==> src/rtl/pls_pkg.sv <==
// ----------------------------------------------------------------------------
// pls_pkg: shared types and constants of the positional list store
// Widths, request and status codes, and the per-cell command used by the
// register row that holds the list entries.
// ----------------------------------------------------------------------------
package pls_pkg;

    localparam int DEPTH      = 16;
    localparam int DATA_WIDTH = 32;

    localparam int IDX_W   = $clog2(DEPTH);
    localparam int CNT_W   = $clog2(DEPTH + 1);
    localparam int POS_W   = 5;
    localparam int CAP_W   = 5;
    localparam int ENTRY_W = 5;
    localparam int REQ_W   = 2;
    localparam int ST_W    = 2;
    localparam int CMP_W   = ((CNT_W > POS_W) ? CNT_W : POS_W) + 1;

    localparam logic [CAP_W-1:0] CAP_RESET = CAP_W'(16);

    typedef enum logic [REQ_W-1:0] {
        REQ_INSERT = 2'd0,
        REQ_REMOVE = 2'd1,
        REQ_READ   = 2'd2
    } req_t;

    typedef enum logic [ST_W-1:0] {
        ST_DONE  = 2'd0,
        ST_RANGE = 2'd1,
        ST_FULL  = 2'd2
    } status_t;

    typedef enum logic [1:0] {
        CELL_HOLD       = 2'd0,
        CELL_LOAD       = 2'd1,
        CELL_FROM_LEFT  = 2'd2,
        CELL_FROM_RIGHT = 2'd3
    } cell_cmd_t;

endpackage

==> src/rtl/pls_cell.sv <==
// ----------------------------------------------------------------------------
// pls_cell: one slot of the list register row
// Holds one entry and each cycle keeps it, loads the new word, or takes the
// entry of its lower or upper neighbor.
// ----------------------------------------------------------------------------
module pls_cell
(
    input  logic                             clk,
    input  pls_pkg::cell_cmd_t               cmd,
    input  logic [pls_pkg::DATA_WIDTH-1:0]   load_data,
    input  logic [pls_pkg::DATA_WIDTH-1:0]   left_data,
    input  logic [pls_pkg::DATA_WIDTH-1:0]   right_data,
    output logic [pls_pkg::DATA_WIDTH-1:0]   q
);

    logic [pls_pkg::DATA_WIDTH-1:0] q_reg;
    logic [pls_pkg::DATA_WIDTH-1:0] q_next;

    always_comb
    begin
        case (cmd)
            pls_pkg::CELL_LOAD:       q_next = load_data;
            pls_pkg::CELL_FROM_LEFT:  q_next = left_data;
            pls_pkg::CELL_FROM_RIGHT: q_next = right_data;
            default:                  q_next = q_reg;
        endcase
    end

    always_ff @(posedge clk)
    begin
        q_reg <= q_next;
    end

    assign q = q_reg;

endmodule

==> src/rtl/positional_list_store.sv <==
// ----------------------------------------------------------------------------
// positional_list_store: ordered list with insert, remove and read by position
// Each request word inserts a word at a position, removes the entry at a
// position, or reads it, and returns one result word.
//
// The request channel (in_valid, in_ready) carries req_type, position and
// write_value. The result channel (out_valid, out_ready) carries status,
// read_value, entry_count and is_full. The user must see that the capacity
// register is written through cfg_we and cfg_data only while no request is
// in flight; the block does not enforce it. Entries sit in a row of cells;
// on an insert or remove the cells from the position to the end load the
// new word or take a neighbor's entry in the same cycle. One request is
// accepted per cycle while results are taken. When the receiver stalls, the
// result holds and in_ready drops until it is taken; a new request is
// accepted in the cycle the pending result leaves. Reset empties the list,
// sets the capacity to 16 and clears out_valid; no clearing pass is needed.
// ----------------------------------------------------------------------------
module positional_list_store
(
    input  logic                                  clk,
    input  logic                                  rst_n,
    input  logic                                  cfg_we,
    input  logic [pls_pkg::CAP_W-1:0]             cfg_data,
    input  logic                                  in_valid,
    output logic                                  in_ready,
    input  logic [pls_pkg::REQ_W-1:0]             req_type,
    input  logic [pls_pkg::POS_W-1:0]             position,
    input  logic signed [pls_pkg::DATA_WIDTH-1:0] write_value,
    output logic                                  out_valid,
    input  logic                                  out_ready,
    output logic [pls_pkg::ST_W-1:0]              status,
    output logic signed [pls_pkg::DATA_WIDTH-1:0] read_value,
    output logic [pls_pkg::ENTRY_W-1:0]           entry_count,
    output logic                                  is_full
);

    localparam int CW = pls_pkg::CMP_W;

    logic [pls_pkg::CAP_W-1:0]       capacity_reg;
    logic [pls_pkg::CNT_W-1:0]       count_reg;
    logic [pls_pkg::CNT_W-1:0]       count_next;
    logic                            out_valid_reg;
    logic [pls_pkg::ST_W-1:0]        status_reg;
    logic [pls_pkg::ST_W-1:0]        status_next;
    logic [pls_pkg::DATA_WIDTH-1:0]  read_value_reg;
    logic [pls_pkg::DATA_WIDTH-1:0]  read_value_next;
    logic [pls_pkg::ENTRY_W-1:0]     entry_count_reg;
    logic                            is_full_reg;
    logic                            is_full_next;

    logic [pls_pkg::DATA_WIDTH-1:0]  cell_q [pls_pkg::DEPTH];
    pls_pkg::cell_cmd_t              cell_cmd [pls_pkg::DEPTH];

    logic            accept;
    logic [CW-1:0]   cap_eff;
    logic [CW-1:0]   pos_w;
    logic [CW-1:0]   cnt_w;
    logic            insert_ok;
    logic            remove_ok;
    logic            read_ok;

    assign in_ready = !out_valid_reg || out_ready;
    assign accept   = in_valid && in_ready;

    always_comb
    begin
        if (capacity_reg == '0)
        begin
            cap_eff = CW'(1);
        end
        else if (CW'(capacity_reg) > CW'(pls_pkg::DEPTH))
        begin
            cap_eff = CW'(pls_pkg::DEPTH);
        end
        else
        begin
            cap_eff = CW'(capacity_reg);
        end
    end

    assign pos_w = CW'(position);
    assign cnt_w = CW'(count_reg);

    assign insert_ok = (req_type == pls_pkg::REQ_INSERT) && (cnt_w < cap_eff)
                       && (pos_w <= cnt_w) && (pos_w < CW'(pls_pkg::DEPTH));
    assign remove_ok = (req_type == pls_pkg::REQ_REMOVE) && (pos_w < cnt_w);
    assign read_ok   = (req_type == pls_pkg::REQ_READ) && (pos_w < cnt_w);

    always_comb
    begin
        count_next      = count_reg;
        status_next     = pls_pkg::ST_RANGE;
        read_value_next = '0;
        case (req_type)
            pls_pkg::REQ_INSERT:
            begin
                if (cnt_w >= cap_eff)
                begin
                    status_next = pls_pkg::ST_FULL;
                end
                else if (insert_ok)
                begin
                    status_next = pls_pkg::ST_DONE;
                    count_next  = count_reg + pls_pkg::CNT_W'(1);
                end
            end
            pls_pkg::REQ_REMOVE:
            begin
                if (remove_ok)
                begin
                    status_next = pls_pkg::ST_DONE;
                    count_next  = count_reg - pls_pkg::CNT_W'(1);
                end
            end
            pls_pkg::REQ_READ:
            begin
                if (read_ok)
                begin
                    status_next     = pls_pkg::ST_DONE;
                    read_value_next = cell_q[position[pls_pkg::IDX_W-1:0]];
                end
            end
            default:
            begin
                status_next = pls_pkg::ST_RANGE;
            end
        endcase
        is_full_next = (CW'(count_next) >= cap_eff);
    end

    genvar gi;
    generate
        for (gi = 0; gi < pls_pkg::DEPTH; gi++)
        begin : g_cell
            localparam int LEFT  = (gi == 0) ? 0 : gi - 1;
            localparam int RIGHT = (gi == pls_pkg::DEPTH - 1) ? gi : gi + 1;

            always_comb
            begin
                cell_cmd[gi] = pls_pkg::CELL_HOLD;
                if (accept && insert_ok)
                begin
                    if (CW'(gi) == pos_w)
                    begin
                        cell_cmd[gi] = pls_pkg::CELL_LOAD;
                    end
                    else if ((CW'(gi) > pos_w) && (CW'(gi) <= cnt_w))
                    begin
                        cell_cmd[gi] = pls_pkg::CELL_FROM_LEFT;
                    end
                end
                else if (accept && remove_ok)
                begin
                    if ((CW'(gi) >= pos_w) && (CW'(gi + 1) < cnt_w))
                    begin
                        cell_cmd[gi] = pls_pkg::CELL_FROM_RIGHT;
                    end
                end
            end

            pls_cell u_cell
            (
                .clk        (clk),
                .cmd        (cell_cmd[gi]),
                .load_data  (write_value),
                .left_data  (cell_q[LEFT]),
                .right_data (cell_q[RIGHT]),
                .q          (cell_q[gi])
            );
        end
    endgenerate

    always_ff @(posedge clk or negedge rst_n)
    begin
        if (!rst_n)
        begin
            capacity_reg  <= pls_pkg::CAP_RESET;
            count_reg     <= '0;
            out_valid_reg <= 1'b0;
        end
        else
        begin
            if (cfg_we)
            begin
                capacity_reg <= cfg_data;
            end
            if (accept)
            begin
                count_reg     <= count_next;
                out_valid_reg <= 1'b1;
            end
            else if (out_ready)
            begin
                out_valid_reg <= 1'b0;
            end
        end
    end

    always_ff @(posedge clk)
    begin
        if (accept)
        begin
            status_reg      <= status_next;
            read_value_reg  <= read_value_next;
            entry_count_reg <= pls_pkg::ENTRY_W'(count_next);
            is_full_reg     <= is_full_next;
        end
    end

    assign out_valid   = out_valid_reg;
    assign status      = status_reg;
    assign read_value  = read_value_reg;
    assign entry_count = entry_count_reg;
    assign is_full     = is_full_reg;

    // The list never holds more entries than the row has cells.
    a_count_bound: assert property (@(posedge clk) disable iff (!rst_n)
        CW'(count_reg) <= CW'(pls_pkg::DEPTH))
        else $error("entry count exceeds the row depth");

    // An accepted request always leaves a result in the output register.
    a_result_follows: assert property (@(posedge clk) disable iff (!rst_n)
        accept |=> out_valid_reg)
        else $error("accepted request produced no result");

    // A successful insert grows the list by exactly one entry.
    a_insert_grows: assert property (@(posedge clk) disable iff (!rst_n)
        (accept && insert_ok) |=> (count_reg == $past(count_reg) + pls_pkg::CNT_W'(1)))
        else $error("insert did not grow the list by one");

    // A pending result that is not taken keeps the request channel closed.
    a_stall_blocks: assert property (@(posedge clk) disable iff (!rst_n)
        (out_valid_reg && !out_ready) |-> !in_ready)
        else $error("request accepted while a result is stalled");

endmodule

==> config.mk <==
export PLATFORM = sky130hd
export DESIGN_NAME = positional_list_store
export DESIGN_NICKNAME = d
export VERILOG_FILES = /design/src/rtl/pls_pkg.sv /design/src/rtl/pls_cell.sv /design/src/rtl/positional_list_store.sv
export SDC_FILE = /design/constraint.sdc
export NUM_CORES = 1
export LEC_CHECK = 0
export ABC_AREA = 1
export BUFFER_PORTS_ARGS = -buffer_cell sky130_fd_sc_hd__buf_2
export CAP_MARGIN = 20
export CELL_PAD_IN_SITES_DETAIL_PLACEMENT = 1
export CELL_PAD_IN_SITES_GLOBAL_PLACEMENT = 1
export CORE_ASPECT_RATIO = 1.4
export CORE_MARGIN = 8
export CORE_UTILIZATION = 40
export CTS_BUF_LIST = sky130_fd_sc_hd__clkbuf_8
export DETAILED_ROUTE_END_ITERATION = 12
export GPL_ROUTABILITY_DRIVEN = 0
export GPL_TIMING_DRIVEN = 1
export PLACE_DENSITY = 0.65
export RECOVER_POWER = 25
export SYNTH_ARGS = -nofsm -noshare
export SYNTH_HDL_FRONTEND = slang
export SYNTH_SLANG_ARGS = --single-unit
==> constraint.sdc <==
create_clock -name clk -period 6.7 [get_ports clk]
set_input_delay 0.67 -clock clk [delete_from_list [all_inputs] [get_ports clk]]
set_output_delay 0.67 -clock clk [all_outputs]
set_load 0.03 [all_outputs]
After elaboration in Yosys (flattened, before gate mapping). Cells that the tools add are included.

Reductions and logical operators: 63. Add/subtract/negate cells: 2. Div/mod/pow operators: 0. Order comparisons: 72. Eq/ne operators: 63. Mux-type cells: 112. Shift operators: 0. Bitwise operators: 1. Multipliers: 0.

Operators with widths (count): case mux 32 bit (3 select lines) (14); two-way mux 2 bit (81); binary-select mux 32 bit (select 4 bit) (1); case mux 32 bit (2 select lines) (2); two-way mux 32 bit (2); == test 2 bit (second input constant) (31); nonzero test 3 bit (14); == test 4 x 5 -> 1 bit (first input constant) (8); >= comparator 4 x 5 -> 1 bit (first input constant) (8); > comparator 4 x 5 -> 1 bit (first input constant) (8); <= comparator 4 x 5 -> 1 bit (first input constant) (8); logical AND 1 bit (40); less-than comparator 4 x 5 -> 1 bit (first input constant) (8); == test 2 x 1 -> 1 bit (second input constant) (17); == test 3 x 5 -> 1 bit (first input constant) (4); >= comparator 3 x 5 -> 1 bit (first input constant) (4); > comparator 3 x 5 -> 1 bit (first input constant) (4); <= comparator 3 x 5 -> 1 bit (first input constant) (4); less-than comparator 3 x 5 -> 1 bit (first input constant) (4); two-way mux 5 bit (4); >= comparator 5 x 6 -> 1 bit (2); == test 2 x 5 -> 1 bit (first input constant) (2); >= comparator 1 x 5 -> 1 bit (first input constant) (2); >= comparator 2 x 5 -> 1 bit (first input constant) (2); 28 further kinds (39).

Output and inout bits: 42. Logic and storage cells: 336. Bits in latches: 0. Memories: 0. Bits in read-only memories: 0. Bits in registers: 563. Bits in writable memories: 0.

Logic depth before layout (Yosys ltp). Gate-level depths: netlist of run 1.

Depth after elaboration: 11. Depth in mapped cells: 22. Depth with buffers taken out: 22.

Hierarchy. Synthesis of run 1 repeated with hierarchy kept, for this count alone.

Cell total of the unflattened synthesis: 4031. Area, all modules: 34479.3 um^2.

By module, submodules not included: pls_cell (cells each 180, times used 16, area an instance 1712.9 um^2); positional_list_store (cells each 1151, times used 1, area an instance 7073.0 um^2).

Least setup slack after synthesis of run 1. No wires, ideal clock.

Path type: input -> register. Start point: input position[0] (netlist name). End point: register g_cell[14].u_cell.q_reg (netlist bit g_cell[14].u_cell.q[0]) (enable). Cell stages on the path: 12. Data arrival time: 5828 ps. Slack: 362 ps. Required time: 6189 ps. Buffers on the path: 4. Cell sequence: inv_1 clkbuf_1 clkbuf_1 clkbuf_1 ha_1 inv_1 nand2_1 nand3_1 a21oi_4 nand2_2 buf_2 o41ai_1.

Longest elaborated chain between the ends: 7. Elaborated cells between the ends (all ways): 22.

RTL lines: start, declared (RTL line positional_list_store.sv:27) `input logic [pls_pkg::POS_W-1:0] position,`; >= comparator 4 x 5 -> 1 bit (tied with other cells) (RTL line positional_list_store.sv:154) `if ((CW'(gi) >= pos_w) && (CW'(gi + 1) < cnt_w))`; logical AND 1 bit (on tied branches); two-way mux 2 bit (tied with other cells) (RTL line positional_list_store.sv:154); two-way mux 2 bit (tied with other cells) (RTL line positional_list_store.sv:152) `else if (accept && remove_ok)`; two-way mux 2 bit (*) (RTL line positional_list_store.sv:141) `if (accept && insert_ok)`; == test 2 x 1 -> 1 bit / == test 2 bit (equally long branches) (RTL line pls_cell.sv:21) `case (cmd)`; nonzero test 3 bit (no source line) (*); end signal, assigned (RTL line pls_cell.sv:31) `q_reg <= q_next;`; end, declared (RTL line pls_cell.sv:16) `logic [pls_pkg::DATA_WIDTH-1:0] q_reg;`.

Mark *: on every way between the ends. The rest lies on a longest branch, timed or not. A chain may end at the register's enable or synchronous reset.

Final worst setup path of run 1.
Start point: register count_reg[2] (netlist name). End point: register g_cell[8].u_cell.q_reg (netlist bit g_cell[8].u_cell.q[24]) (enable).

Longest elaborated chain between the ends: 8. Elaborated cells between the ends (all ways): 22.

RTL lines: start, declared (RTL line positional_list_store.sv:40) `logic [pls_pkg::CNT_W-1:0] count_reg;`; start signal, assigned (RTL line positional_list_store.sv:189) `count_reg <= count_next;`; less-than comparator 5 x 6 -> 1 bit (RTL line positional_list_store.sv:84) `assign insert_ok = (req_type == pls_pkg::REQ_INSERT) && (cnt_w < cap_eff)`; logical AND 1 bit (RTL line positional_list_store.sv:84); logical AND 1 bit (2 in series) (RTL line positional_list_store.sv:85) `&& (pos_w <= cnt_w) && (pos_w < CW'(pls_pkg::DEPTH));`; logical AND 1 bit (RTL line positional_list_store.sv:141); two-way mux 2 bit (*) (RTL line positional_list_store.sv:141); == test 2 x 1 -> 1 bit / == test 2 bit (equally long branches) (RTL line pls_cell.sv:21); nonzero test 3 bit (no source line) (*); end signal, assigned (RTL line pls_cell.sv:31); end, declared (RTL line pls_cell.sv:16).

Marks and branches as above.

==> results_dict.tcl, run 1 <==
set metrics [dict create \
    status "finished with violations" \
    violations "max-capacitance violations, max-slew violations" \
    post-dp-hpwl_um 86260 \
    worst_ir_drop_vdd_v 0.0001392 \
    start_util_pct 40.13 \
    hp-start "cfg_data[2]" \
    synth_async_sr_flop_share_pct 1.954 \
    area_growth_pct 9.719 \
    final_max_slew_viol_count 255 \
    num_vias 29390 \
    overflow 0 \
    die_area_um2 86750 \
    die_w_um 251.2 \
    yosysTopAreaCellShare_pct 53.49 \
    clk_pin_slew_ns 0.06 \
    period_share_pct 82.44 \
    synth-seq-cells 563 \
    critical_path_required_ns 7.01 \
    min_period_ns 5.523 \
    cts_tree "done" \
    clk_latency_ns 0.74 \
    cts_made_buffers 96 \
    grt_pass1_vias 30320 \
    root_buffer "clkbuf_8" \
    crit_type "reg -> reg" \
    numPortBuffers 90 \
    synth_edf_count 552 \
    synth_seq_area_share_pct 54.39 \
    cts_hold_buf 1 \
    synthFlopType "edfxtp_1" \
    dr.pass1.iters 6 \
    path_max_fanout 19 \
    track_usage_pct 32.19 \
    r2r_start "count_reg[2]" \
    largest_reg_flops 512 \
    holdWs_ns 0.1498 \
    hold_viol 0 \
    fin_nets 3463 \
    fin_area_um2 34000 \
    grt_pass1_wl_um 206900 \
    ys_types 44 \
    cts_sinks 563 \
    endpoint_kind "flip-flop" \
    cts_setup_buffers 0 \
    core_area_um2 77210 \
    cts_resized 0 \
    rows 121 \
    slew_headroom_pct -148.1 \
    antenna_found_initial 7 \
    die_h_um 345.3 \
    synth.most_common_cell "nand2_1" \
    cts_max_path_buffers 3 \
    arrival_ns 5.83 \
    layout-drive-gt1-share_pct 8.721 \
    postSynthAreaPerCell_um2 9.143 \
    cts_htree_levels 3 \
    drc 0 \
    synth_area_um2 30990 \
    viasPerCell 6.608 \
    fill_cells 8933 \
    power_density_nw_per_um2 243.7 \
    yosysTopAreaCell "edfxtp_1" \
    cp-start-kind "flip-flop" \
    tightestPinTransition_ns 3.721 \
    place_area_um2 32420 \
    setup_violations 0 \
    grt_max_degree 66 \
    postRouteWirelength_um 143900 \
    ant_nets 0 \
    hp-class "in -> reg" \
    syn_inst 3389 \
    rsz0062_at_grt "no" \
    yosys_warnings 0 \
    drt_iter0_drc 3545 \
    crit_start "count_reg[2]" \
    final.setup_skew_ns 0.04058 \
    max_freq_mhz 181.0 \
    mappedNetlistNets 3459 \
    leakage_uw 0.01313 \
    wl_per_cell_um 32.36 \
    drv_cap 7 \
    fin_setup_tns_ns 0 \
    netlist_top_cells_count "nand2_1 (943), edfxtp_1 (552), inv_1 (420)" \
    synth_area_leaders "edfxtp_1 (53%), nand2_1 (11%), o221ai_1 (9.0%)" \
    pin_count 91 \
]
-- path summary, 6_finish.rpt --
check	endpoint	slack, ns	cells after the start
worst min register to register	g_cell[1].u_cell.q[15]	0.54	2
worst max register to register	g_cell[8].u_cell.q[24]	1.18	12
worst min-delay path	capacity_reg[2]	0.15	3
max in group asynchronous	capacity_reg[0]	5.67	2
worst max-delay path	g_cell[8].u_cell.q[24]	1.18	12
min in group asynchronous	count_reg[1]	0.52	2
-- cell type report --
| type | count | area, um2 | share of cell area, % |
|---|---|---|---|
| flip-flops and latches | 563 | 16850 | 49.57 |
| multi-input cells | 2130 | 11610 | 34.14 |
| inverters | 434 | 1632 | 4.799 |
| clock buffers | 98 | 1349 | 3.967 |
| well taps | 984 | 1231 | 3.621 |
| repair buffers | 168 | 1023 | 3.010 |
| clock inverters | 70 | 300.3 | 0.8833 |
| diodes | 1 | 2.502 | 0.007361 |
-- routing by layer --
metal | GRT usage (%) | share of wire [%]
met1 | 39.42 | 37
met2 | 52.98 | 47
met3 | 5.931 | 9.8
met4 | 18.24 | 5.9
met5 | 0 | 0.017
-- layout by cell type (no fill, tap or decap), drive strengths merged, types with 37 or more instances in the layout --
master / synthesis / routed
nand2: 946 / 946
edfxtp: 552 / 552
inv: 433 / 458
o221ai: 317 / 317
nand3: 191 / 191
o21ai: 188 / 188
clkbuf: 162 / 147
buf: 100 / 118
nor2: 108 / 108
a21oi: 99 / 99
o211ai: 61 / 61
o22ai: 60 / 60
clkinv: 1 / 45
a211oi: 37 / 37
-- stage by stage --
stage                     setup WS [ns]  total power (uW)  instances  util, %
after floorplan                  0.3617              4915       3389        -
after global placement            1.963              5367       4273    41.91
after detailed placement          1.941              5407       4276    41.99
after CTS                         2.171              8299       4445    44.13
after global routing             0.9661              8529       4448    44.03
final                             1.177              8286       4448    44.03
-- report_power, final --
part           switching [uW]  internal, uW  total (uW)
combinational             955           341        1300
sequential               75.3          3990        4070
clock                    1570          1350        2920
total                    2600          5690        8290
-- critical path, cell delays in order (launching register included) --
cell and delay (ns):
dfrtp_1 0.60, inv_1 0.22, ha_1 0.35, nand2_1 0.09, nor2_1 0.05, nand2_1 0.08, nand3_1 0.13, a21oi_1 0.53
nand2_1 0.74, nand2_1 0.25, nand2_2 0.07, nand2_1 0.56, clkbuf_1 1.39
-- kinds of logic (layout without fill, tap and decap cells) --
kind of cell	after synthesis	count (layout)	share of synthesized area (%)
buffers and inverters	696	770	8.762
multiplexers	1	1	0.03634
AO/OA/AOI/OAI	836	836	19.27
AND/OR/NAND/NOR	1271	1271	16.67
other	0	1	0
flip-flops	563	563	54.39
adder cells (fa/ha/maj)	21	21	0.8480
XOR/XNOR	1	1	0.02827
Power figures use the tool's default switching activity.
==> run 2, diff against run 1 <==
==> constraint.sdc (replaced) <==
create_clock -name clk -period 5.28 [get_ports clk]
set_input_delay 0.528 -clock clk [delete_from_list [all_inputs] [get_ports clk]]
set_output_delay 0.528 -clock clk [all_outputs]
set_load 0.03 [all_outputs]
==> results_dict.tcl, run 2 (synthesized netlist as in run 1, its figures left out) <==
set metrics [dict create \
    cts_max_path_buffers 3 \
    critical_path_required_ns 5.73 \
    register_area_um2 16850 \
    layout-drive-gt1-share_pct 9.169 \
    leakage_uw 0.01333 \
    setup_violations 0 \
    min_period_ns 5.012 \
    grt_pass1_vias 31130 \
    cpMaxStageDelayCell "clkinvlp_2" \
    cts_htree_levels 3 \
    power_density_nw_per_um2 311.6 \
    largest_reg_flops 512 \
    combPwrFrac_pct 15.6 \
    max_stage_delay_ns 1.82 \
    endpoint_kind "flip-flop" \
    hp-class "in -> reg" \
    start_util_pct 40.13 \
    max_freq_mhz 199.5 \
    hold_viol 0 \
    path_max_fanout 33 \
    fill_cells 8901 \
    overflow 0 \
    r2r-end "g_cell[9].u_cell.q[6]" \
    pin_count 91 \
    num_vias 30180 \
    fin_setup_tns_ns 0 \
    p_sw_share_pct 30.81 \
    die_area_um2 86750 \
    area_growth_pct 10.75 \
    layout_setup_ws_ns 0.2679 \
    die_h_um 345.3 \
    holdWs_ns 0.07285 \
    clk_pin_slew_ns 0.06 \
    die_w_um 251.2 \
    clk_latency_ns 0.76 \
    utilization_pct 44.45 \
    worst_ir_drop_vdd_v 0.0001556 \
    finalPower_uw 10690 \
    cp-start-kind "input pin" \
    multi_input_area_um2 11590 \
    track_usage_pct 34.14 \
    cp_cell_sequence "buf_2, nand2_2, clkinvlp_2, o21ai_0, inv_1, nor2_1, nand2_1, nand2_2, buf_4, o221ai_1" \
    rows 121 \
    crit_type "in -> reg" \
    rsz0062_at_grt "no" \
    arrival_ns 5.46 \
    wl_per_cell_um 33.95 \
    violations "max-capacitance violations, max-slew violations" \
    cts_made_buffers 96 \
    p_clk_share_pct 36.2 \
    numPortBuffers 90 \
    p_sw_uw 3295 \
    fin_nets 3482 \
    core_area_um2 77210 \
    postRouteWirelength_um 152100 \
    final.setup_skew_ns 0.04097 \
    cts_tree "done" \
    post-dp-hpwl_um 85450 \
    tightestPinTransition_ns 3.682 \
    rrSetupSlack_ns 0.55 \
    p_int_uw 7399 \
    cp_common_cell "nand2_2" \
    rr_worst_depth 10 \
    crit_start "position[1]" \
    dr.pass1.iters 6 \
    layout_commonest_cell "nand2_1" \
    drt_iter0_drc 3611 \
    root_buffer "clkbuf_8" \
    status "finished with violations" \
    ant_nets 0 \
    drv_cap 5 \
    slew_headroom_pct -145.5 \
    seqPwrFrac_pct 48.2 \
    drc 0 \
    viasPerCell 6.737 \
    antenna_found_initial 5 \
    grt_pass1_wl_um 217000 \
    setup.worst_path.end "g_cell[13].u_cell.q[7]" \
    period_share_pct 94.93 \
    r2r_start "count_reg[2]" \
    final_max_slew_viol_count 199 \
    dp_slack_ns 0.9067 \
    grt_max_degree 133 \
    cts_sinks 563 \
    final_cell_mix "nand2_1 (922), edfxtp_1 (552), inv_1 (453)" \
    cts_setup_buffers 0 \
]
==> run 2: cell count changes in the layout (fill, tap and decap cells not counted), moves of 3 or more <==
cell	change
inv_1	+13
buf_4	+8
clkinv_1	-6
clkbuf_2	+4
clkbuf_1	-3
dlygate4sd3_1	+5
diode_2	+5
bufinv_16	+3
buf_12	+6
==> run 2: final cells by class <==
| class | count | share of cell area (%) |
|---|---|---|
| clock buffer | 100 | 4.011 |
| multi-input combinational | 2130 | 33.78 |
| inverter | 434 | 4.754 |
| timing repair buffer | 187 | 3.599 |
| antenna | 6 | 0.04375 |
| tap | 984 | 3.588 |
| clock inverter | 76 | 1.116 |
| sequential | 563 | 49.11 |
==> run 2: worst max-delay path, delay by kind of cell <==
family / cells / cell delay [ns]
buf+inv: 4 / 2.56
compound gates: 2 / 0.91
simple gates: 4 / 1.41
==> run 2: power groups by stage <==
stage | clock network, uW | registers [uW] | logic (uW)
floorplan | 0 | 5290 | 950
detailed placement | 0 | 5250 | 1650
global placement | 0 | 5240 | 1610
finish | 3870 | 5160 | 1670
global route | 4070 | 5170 | 1790
CTS | 3900 | 5150 | 1660
==> run 2: per-stage QoR <==
| step | std cells | instance area, um2 |
|---|---|---|
| after CTS | 4474 | 34430 |
| after global routing | 4477 | 34310 |
| after global placement | 4291 | 32590 |
| after floorplan | 3389 | 30990 |
| final | 4480 | 34320 |
| after detailed placement | 4292 | 32610 |
==> run 2: timing repair <==
| item | in CTS | in global routing |
|---|---|---|
| hold buffers | 6 | 0 |
| resized for setup | 0 | 0 |
| endpoints found under the hold margin | 16 | 0 |
==> run 2: layer usage <==
metal	part of all wire, %	global-route usage [%]	up-vias
met5	0	0	-
met4	7.0	20.40	0
met3	12	8.607	694
met2	46	55.22	2240
met1	36	40.74	15060
li1	-	-	12190
==> run 2: worst min-delay path by stage <==
| stage | to | depth (start not counted) | startpoint |
|---|---|---|---|
| after CTS | capacity_reg[4] | 2 | cfg_we |
| after detailed placement | out_valid | 1 | rst_n |
| after global placement | out_valid | 1 | rst_n |
| final | capacity_reg[4] | 2 | cfg_we |
| after floorplan | capacity_reg[0] | 0 | rst_n |
| after global routing | capacity_reg[4] | 2 | cfg_we |
